## config.mk

```make
export PLATFORM = sky130hd
export DESIGN_NAME = stable_priority_queue_top
export DESIGN_NICKNAME = d
export VERILOG_FILES = /design/src/sv/spq_pkg.sv /design/src/sv/stable_priority_queue_top.sv /design/src/sv/spq_cell.sv
export SDC_FILE = /design/constraint.sdc
export NUM_CORES = 2
export LEC_CHECK = 0
export BUFFER_PORTS_ARGS = -buffer_cell sky130_fd_sc_hd__buf_4
export CAP_MARGIN = 30
export CORE_MARGIN = 1
export CORE_UTILIZATION = 58
export CTS_CLUSTER_SIZE = 16
export DETAILED_ROUTE_END_ITERATION = 12
export PLACE_DENSITY_LB_ADDON = 0.2
export SETUP_SLACK_MARGIN = 0.02
export SLEW_MARGIN = 20
export SYNTH_ARGS = -nofsm -noshare
export SYNTH_HDL_FRONTEND = slang
export SYNTH_SLANG_ARGS = --single-unit
```

## constraint.sdc

```tcl
create_clock -name clk -period 6.5 [get_ports clk]
set_input_delay 0.65 -clock clk [delete_from_list [all_inputs] [get_ports clk]]
set_output_delay 0.65 -clock clk [all_outputs]
set_load 0.03 [all_outputs]
```

## src/sv/spq_pkg.sv

```systemverilog
// ----------------------------------------------------------------------------
// spq_pkg: shared types and constants for the stable priority queue
// Transaction structs, operation and status codes, field widths.
// ----------------------------------------------------------------------------
package spq_pkg;

  // payload field widths
  localparam int DATA_BITS     = 32;
  localparam int PRIORITY_BITS = 16;
  localparam int FUNC_W        = 2;
  localparam int STATUS_W      = 2;
  localparam int ENTRY_W       = 5;

  // default queue depth
  localparam int CAPACITY_DEF  = 16;

  // operation codes
  typedef enum logic [FUNC_W-1:0] {
    FUNC_INSERT = 2'd0,
    FUNC_REMOVE = 2'd1,
    FUNC_CLEAR  = 2'd2,
    FUNC_NOP    = 2'd3
  } func_t;

  // result status codes
  typedef enum logic [STATUS_W-1:0] {
    ST_OK        = 2'd0,
    ST_OVERFLOW  = 2'd1,
    ST_UNDERFLOW = 2'd2,
    ST_RSVD      = 2'd3
  } status_t;

  // input transaction
  typedef struct packed {
    func_t                     func;
    logic [DATA_BITS-1:0]      data_in;
    logic [PRIORITY_BITS-1:0]  priority_in;
  } in_t;

  // result transaction
  typedef struct packed {
    status_t                   status;
    logic [DATA_BITS-1:0]      data_out;
    logic [PRIORITY_BITS-1:0]  priority_out;
    logic [ENTRY_W-1:0]        entry_count;
  } out_t;

  // command broadcast to every cell
  typedef struct packed {
    logic                      ins;
    logic                      rem;
    logic [DATA_BITS-1:0]      data;
    logic [PRIORITY_BITS-1:0]  prio;
  } cell_cmd_t;

  // contents of one cell, as seen by its neighbours
  typedef struct packed {
    logic [DATA_BITS-1:0]      data;
    logic [PRIORITY_BITS-1:0]  prio;
  } cell_entry_t;

endpackage

```

## src/sv/stable_priority_queue_top.sv

```systemverilog
// ----------------------------------------------------------------------------
// stable_priority_queue_top: bounded sorted priority queue
// A row of cells kept in non-increasing priority order; equal priorities
// leave in arrival order. Insert, remove head, clear and no-op, one result each.
//
//   channel   signals                      direction
//   in        in_valid, in_stall, in_data  transaction in, stall out
//   out       out_valid, out_stall, out_data transaction out, stall in
//
// One transaction per cycle while out_stall holds no result: all cells compare
// against the new priority at once and shift in the same edge, so the cell row
// sets the rate. Each result is registered in out_data on acceptance.
// Input is stalled only while a finished result waits behind out_stall.
// Reset (rst, synchronous) empties the queue; cell contents are not cleared.
// ----------------------------------------------------------------------------
module stable_priority_queue_top
  import spq_pkg::*;
#(
  parameter int CAPACITY = CAPACITY_DEF
)(
  input  logic clk,
  input  logic rst,
  input  logic in_valid,
  output logic in_stall,
  input  in_t  in_data,
  output logic out_valid,
  input  logic out_stall,
  output out_t out_data
);

  localparam int CNT_W = $clog2(CAPACITY + 1);

  logic [CNT_W-1:0]   count;
  logic [CNT_W-1:0]   count_next;
  logic               accept;
  logic               full;
  logic               empty;
  out_t               result_next;
  cell_cmd_t          cmd;
  logic               out_valid_next;

  logic        [CAPACITY-1:0] occupied;
  logic        [CAPACITY-1:0] ge;
  cell_entry_t                entries [CAPACITY];

  assign in_stall = out_valid && out_stall;
  assign accept   = in_valid && !in_stall;
  assign full     = (count == CNT_W'(CAPACITY));
  assign empty    = (count == '0);

  // command broadcast to the cell row
  always_comb begin
    cmd.ins  = accept && (in_data.func == FUNC_INSERT) && !full;
    cmd.rem  = accept && (in_data.func == FUNC_REMOVE) && !empty;
    cmd.data = in_data.data_in;
    cmd.prio = in_data.priority_in;
  end

  // cell row
  for (genvar i = 0; i < CAPACITY; i++) begin : g_cell
    logic        left_ge;
    cell_entry_t left_entry;
    cell_entry_t right_entry;

    assign occupied[i] = (CNT_W'(i) < count);

    if (i == 0) begin : g_head
      assign left_ge    = 1'b1;
      assign left_entry = entries[i];
    end else begin : g_body
      assign left_ge    = ge[i-1];
      assign left_entry = entries[i-1];
    end

    if (i == CAPACITY - 1) begin : g_tail
      assign right_entry = entries[i];
    end else begin : g_inner
      assign right_entry = entries[i+1];
    end

    spq_cell u_cell (
      .clk         (clk),
      .cmd         (cmd),
      .occupied    (occupied[i]),
      .left_ge     (left_ge),
      .left_entry  (left_entry),
      .right_entry (right_entry),
      .ge          (ge[i]),
      .entry       (entries[i])
    );
  end

  // count update and result assembly
  always_comb begin
    count_next               = count;
    result_next.status       = ST_OK;
    result_next.data_out     = '0;
    result_next.priority_out = '0;
    case (in_data.func)
      FUNC_INSERT: begin
        if (full) begin
          result_next.status = ST_OVERFLOW;
        end else begin
          count_next = count + 1'b1;
        end
      end
      FUNC_REMOVE: begin
        if (empty) begin
          result_next.status = ST_UNDERFLOW;
        end else begin
          result_next.data_out     = entries[0].data;
          result_next.priority_out = entries[0].prio;
          count_next               = count - 1'b1;
        end
      end
      FUNC_CLEAR: begin
        count_next = '0;
      end
      default: begin
        count_next = count;
      end
    endcase
    result_next.entry_count = ENTRY_W'(count_next);
  end

  // output valid: set on accept, dropped once taken
  always_comb begin
    out_valid_next = out_valid;
    if (accept) begin
      out_valid_next = 1'b1;
    end else if (!out_stall) begin
      out_valid_next = 1'b0;
    end
  end

  always_ff @(posedge clk) begin
    if (rst) begin
      count     <= '0;
      out_valid <= 1'b0;
    end else begin
      out_valid <= out_valid_next;
      if (accept) begin
        count <= count_next;
      end
    end
  end

  // result register
  always_ff @(posedge clk) begin
    if (accept) begin
      out_data <= result_next;
    end
  end

  // count never exceeds the depth
  a_count_bound: assert property (@(posedge clk) disable iff (rst)
    count <= CNT_W'(CAPACITY))
    else $error("entry count above capacity");

  // an insert into a non-full queue adds exactly one entry
  a_insert_grows: assert property (@(posedge clk) disable iff (rst)
    (accept && in_data.func == FUNC_INSERT && !full) |=>
      count == $past(count) + 1'b1)
    else $error("insert did not grow queue");

  // an overflow result is only reported while the queue is full
  a_overflow_full: assert property (@(posedge clk) disable iff (rst)
    (out_valid && out_data.status == ST_OVERFLOW) |-> full)
    else $error("overflow reported on non-full queue");

  // a remove from a non-empty queue drops exactly one entry
  a_remove_shrinks: assert property (@(posedge clk) disable iff (rst)
    (accept && in_data.func == FUNC_REMOVE && !empty) |=>
      count == $past(count) - 1'b1)
    else $error("remove did not shrink queue");

endmodule

```

## src/sv/spq_cell.sv

```systemverilog
// ----------------------------------------------------------------------------
// spq_cell: one slot of the sorted queue
// Holds an entry, compares it with the incoming priority and shifts with
// its neighbours on insert and remove.
// ----------------------------------------------------------------------------
module spq_cell
  import spq_pkg::*;
(
  input  logic        clk,
  input  cell_cmd_t   cmd,
  input  logic        occupied,
  input  logic        left_ge,
  input  cell_entry_t left_entry,
  input  cell_entry_t right_entry,
  output logic        ge,
  output cell_entry_t entry
);

  cell_entry_t entry_next;

  // entry stays ahead of the new item when its priority is not lower
  assign ge = occupied && (entry.prio >= cmd.prio);

  // shift right on insert behind the split point, shift left on remove
  always_comb begin
    entry_next = entry;
    if (cmd.ins) begin
      if (!ge) begin
        if (left_ge) begin
          entry_next.data = cmd.data;
          entry_next.prio = cmd.prio;
        end else begin
          entry_next = left_entry;
        end
      end
    end else if (cmd.rem) begin
      entry_next = right_entry;
    end
  end

  always_ff @(posedge clk) begin
    entry <= entry_next;
  end

endmodule
```

Word level (Yosys, flattened, before mapping)
Index checks and enable logic that the tools add are counted.

word-level totals
  register bits after elaboration = 829
  latch bits = 0
  RAM bits = 0
  memory bits (read-only) = 0
  output and inout port bits = 57
  logic and storage cells = 206
  memories = 0

cells by class
  add/sub/neg operators = 2
  $mul = 0
  divide/modulo/power cells = 0
  order comparisons = 32
  equal/unequal tests = 19
  shift operators = 0
  muxes and demuxes = 68
  bitwise gates (word level) = 2
  reduce and logical (&&, ||, !) cells = 45

operator list
  kind                                                                    number
  48-bit 2-to-1 mux                                                       60
  16-bit >= comparator                                                    16
  4-bit by 5-bit < comparator with 1-bit output (first input constant)    8
  2-bit AND reduction                                                     16
  2-bit != test (second input constant)                                   15
  1-bit logical AND                                                       22
  3-bit by 5-bit < comparator with 1-bit output (first input constant)    4
  5-bit one-hot mux with 3 select lines                                   1
  1-bit by 5-bit < comparator with 1-bit output (first input constant)    2
  2-bit by 5-bit < comparator with 1-bit output (first input constant)    2
  5-bit 2-to-1 mux                                                        2
  5-bit by 1-bit adder with 5-bit output (second input constant)          1
  5-bit equality test (second input constant)                             1
  5-bit zero test                                                         1
  5-bit by 1-bit subtractor with 5-bit output (second input constant)     1
  2-bit one-hot mux with 2 select lines                                   1
  1-bit zero test                                                         3
  1-bit 2-to-1 mux                                                        3
  2-bit by 1-bit equality test with 1-bit output (second input constant)  1
  2-bit equality test (second input constant)                             1
  2-bit zero test                                                         1
  2-bit 2-to-1 mux                                                        1
  2-bit by 1-bit != test with 1-bit output (second input constant)        1
  1-bit NOT                                                               2
  2 further kinds                                                         2

Depth between registers and ports, before layout
  depth after elaboration = 7
  mapped depth = 13

Hierarchy
Synthesis repeated with hierarchy kept, for this count alone.

second synthesis, totals
  cells, all modules = 4496
  area, all modules = 48497.8 um^2

modules (own cells, without submodules)
  module                           times used  cells an instance  area an instance (um^2)  sequential area each (um^2)
  spq_cell (g_cell[0].u_cell ...)  12          268                2857.7                   1441.4
  spq_cell (g_cell[6].u_cell ...)  4           267                2874.0                   1441.4
  stable_priority_queue_top        1           212                2708.8                   1771.7

Least setup slack after synthesis
Ideal clock, no wire load.

  path type = input to register
  from = input port in_data[10] (netlist bit)
  to = register g_cell[13].u_cell.entry[0] (netlist bit) (enable)
  arrival time = 6.245 ns
  required time = 5.980 ns
  setup slack = -0.265 ns
  cell stages on the path = 12
  buffers on the path = 4
  cell sequence = clkbuf_1 > inv_1 > ha_1 > a21oi_1 > nand2_1 > a221oi_1 > nor2_1 > o32a_1 > clkbuf_1 > buf_4 > buf_4 > o21ai_0

between the ends
  word-level cells in the longest chain between the ends = 4

RTL lines
  element                               line                             source
  start, declared                       stable_priority_queue_top.sv:25  input in_t in_data,
  16-bit >= comparator                  spq_cell.sv:22                   assign ge = occupied && (entry.prio >= cmd.prio);
  1-bit logical AND                     spq_cell.sv:22
  2-bit != test (no source line)        n/a
  2-bit AND reduction (no source line)  n/a
  end signal, assigned                  spq_cell.sv:42                   entry <= entry_next;
  end, declared                         spq_cell.sv:16                   output cell_entry_t entry

No other way between the ends.
A chain may end at the register's enable or synchronous reset.

Final worst setup path
  from = register count[0]
  to = register g_cell[9].u_cell.entry[14] (netlist bit) (enable)

between the ends
  word-level cells in the longest chain between the ends = 5

RTL lines
  element                                                                                                line                              source
  start, declared                                                                                        stable_priority_queue_top.sv:33   logic [CNT_W-1:0] count;
  start signal, assigned                                                                                 stable_priority_queue_top.sv:143  count <= count_next;
  parallel branches: the longest is 4 deep, another holds 4-bit by 5-bit < comparator with 1-bit output  n/a
  2-bit AND reduction (no source line) (*)                                                               n/a
  end signal, assigned                                                                                   spq_cell.sv:42
  end, declared                                                                                          spq_cell.sv:16

Every way passes the cells marked *.

==> results by group <==
Logic synthesis
  – Synthesized area: 48400 µm²
  – Cell variety after synth: 62
  – Synth top area share: 0.511
  – Largest area contributor in the netlist: edfxtp_1
  – Synth area leaders: edfxtp_1, mux2i_1, ha_1
  – Mean post-synth cell area: 10.2 µm²
  – Synth Instances: 4755
  – Synthesized flop and latch total: 829
  – Sequential area share after synthesis: 0.513
  – Syn_nets: 5068
  – EDFF count, synth: 823
  – Post-synth ARST share: 0
  – Ys flop type: edfxtp_1
  – Ys Warns: 0
  – Most common cell in the netlist: nand2_1
  – Post-synth top cells: nand2_1, edfxtp_1, o21ai_0, mux2i_1, nor2_1

Clock tree
  – Post-CTS Resized: 0
  – Max clock buf depth: 3
  – Clock sink count: 829
  – Hold Buf Count CTS: 0
  – CTS Root Cell: clkbuf_16
  – Clock slew at reported path FFs: 0.06 ns
  – Post-CTS Setup Inserts: 0
  – Worst-Skew Late Latency: 0.67 ns
  – CTS tree: done
  – CTS H-Tree Depth: 3
  – CTS Buf Count: 91

Detailed routing
  – Antenna-violating nets left: 0
  – Via density: 6.51
  – WL final: 137000 µm
  – DR WL/cell: 23.7 µm
  – DR pass1 iterations: 6
  – DRT iter0 DRCs: 3537
  – Drt drc: 0
  – DR vias: 37500

Outcome
  – Status: completed

Global route
  – Overflow after GRT: 0
  – Vias in the first global route: 37300
  – First-pass GRT wire length: 213000 µm
  – Pin count of the biggest net entering global routing: 191
  – Initial antenna violation count: 0
  – GR Util All Layers: 0.319

Power
  – PD cells: 245 nW/µm²
  – P_int: 0.00972 W
  – Peak supply drop: 210 µV
  – Clock network fraction of total power: 0.410
  – Leak Pwr: 21.6 nW
  – Sequential fraction of design power: 0.485
  – Switching component of the power: 0.00327 W
  – Combinational power share: 0.105
  – Switching part of the total power: 0.252
  – Total chip power: 0.0130 W

Timing
  – TNS Setup: 0 ns
  – Tcrit/Tclk final: 0.640
  – Worst slew pin tran: 1.03 ns
  – Final Hold Fails: 0
  – Slew Limit Fails: 0
  – Rel. slew slack: 0.312
  – # setup viols final: 0
  – Tightest hold margin: 0.221 ns
  – Worst Skew: 0.0210 ns
  – Unrepaired setup endpoints after global routing: false
  – F_max: 0.240 GHz
  – Period minus WS final: 4.16 ns

Min path
  – Class of the worst hold path: input port to flop
  – Hold Path Origin: in_valid
  – WHS Path Cells: 3
  – Hold path endpoint: out_valid

Critical path
  – WP data arrival: 4.45 ns
  – Startpoint Class: flop
  – Worst Path Required: 6.79 ns
  – Worst Setup SP: count[0]
  – Worst Reg-to-Reg Cells: 9
  – CP cell instances: inv_1 > ha_1 > nor3b_1 > nand2_1 > and2_1 > nand2_4 > buf_12 > o21ai_4 > buf_4
  – Crit Reg-Reg Endpoint: g_cell[9].u_cell.entry[14]
  – Worst Path Max Fanout: 190
  – Slowest stage delay, CP: 0.64 ns
  – Critical path capture point type: flop
  – WS Path Type: flop to flop
  – R2R Setup Slk: 2.34 ns
  – Crit-path slowest cell: o21ai_4
  – Reg-to-reg critical path startpoint: count[0]

Finish
  – N_diodes: 0
  – Nets@finish: 4936
  – Fraction of layout cells with a size suffix above 1: 0.125
  – Synth-to-Final Area Change: 9.62%
  – Fillers: 6518
  – Final Cell Area: 53000 µm²
  – Fin cells: 5766

Floorplan
  – Full die area: 84600 µm²
  – Die extent in y: 291 µm
  – Core Region: 82400 µm²
  – # IOs: 111
  – Rows: 105
  – Die W: 291 µm
  – Initial Util: 0.587

Placement
  – Port Buffers: 110
  – Area of placed instances: 50000 µm²
  – RD Place Congestion: 0.929
  – Post-DP HPWL: 90400 µm
  – Placed Cells: 5597

Run
  – Max Cap Viol: 0
layout make-up:
class / instances / area [µm²] / area share
sequential: 829 / 24800 / 0.468
multi-input combinational: 3467 / 22000 / 0.415
clock buffer: 110 / 2410 / 0.0455
timing repair buffer: 193 / 1690 / 0.0319
tap: 1070 / 1340 / 0.0252
clock inverter: 56 / 603 / 0.0114
inverter: 41 / 154 / 0.00290
metrics by stage:
stage               utilization  setup WS (ns)
floorplan                     -         0.0501
global route              0.644           2.09
global placement          0.604           1.80
CTS                       0.643           2.42
finish                    0.644           2.34
detailed placement        0.607           2.00
worst max-delay path, delay by kind of cell, from the launching register on:
kind / cells / cell delay, ns
buf+inv: 3 / 1.14
simple gates: 4 / 1.04
compound gates: 1 / 0.64
flops: 1 / 0.52
fa+ha+maj: 1 / 0.25
placed cells by master, fill, tap and decap left out, drive strengths merged, types with 43 or more instances in the layout:
cell type and instances:
a21o 43, a21oi 323, and3 52, buf 193
clkbuf 110, clkinv 43, edfxtp 823, ha 259
mux2i 402, nand2 855, nand3 49, nor2 386
o211ai 182, o21ai 544, o221a 96, or2 99
power groups by stage:
| stage | clock, W | combinational (W) | sequential, W |
|---|---|---|---|
| finish | 0.00533 | 0.00136 | 0.00630 |
| floorplan | 0 | 0.000879 | 0.00639 |
| global route | 0.00556 | 0.00150 | 0.00632 |
| global placement | 0 | 0.00128 | 0.00641 |
| detailed placement | 0 | 0.00133 | 0.00641 |
| CTS | 0.00537 | 0.00134 | 0.00630 |
routing by layer:
| metal | vias up | global-route usage | routed length (µm) |
|---|---|---|---|
| met5 | - | 0 | 0 |
| met4 | 0 | 0.140 | 5960 |
| met3 | 377 | 0.0322 | 9110 |
| met2 | 1709 | 0.549 | 67900 |
| met1 | 18300 | 0.409 | 53600 |
| li1 | 17200 | - | - |
how the worst max path moves through the flow:
stage,to,cells after the start
global placement,g_cell[7].u_cell.entry[13],11
finish,g_cell[9].u_cell.entry[14],9
floorplan,g_cell[2].u_cell.entry[0],10
detailed placement,g_cell[7].u_cell.entry[13],13
global route,g_cell[8].u_cell.entry[0],10
CTS,g_cell[8].u_cell.entry[0],10
state kept, by name, summed over array words and instances, names as in the netlist:
register,count
count,5
g_cell.u_cell.entry,768
out_data,55
out_valid,1
kinds of logic after synthesis:
kind of cell / Yosys count / synth area share
AND/OR/NAND/NOR: 1512 / 0.130
AO/OA/AOI/OAI: 1258 / 0.159
flip-flops: 829 / 0.513
XOR/XNOR: 2 / 0.000362
multiplexers: 436 / 0.0911
adder cells (fa/ha/maj): 259 / 0.0670
buffers and inverters: 459 / 0.0394
Note: power is estimated with default switching activity, not from simulation.
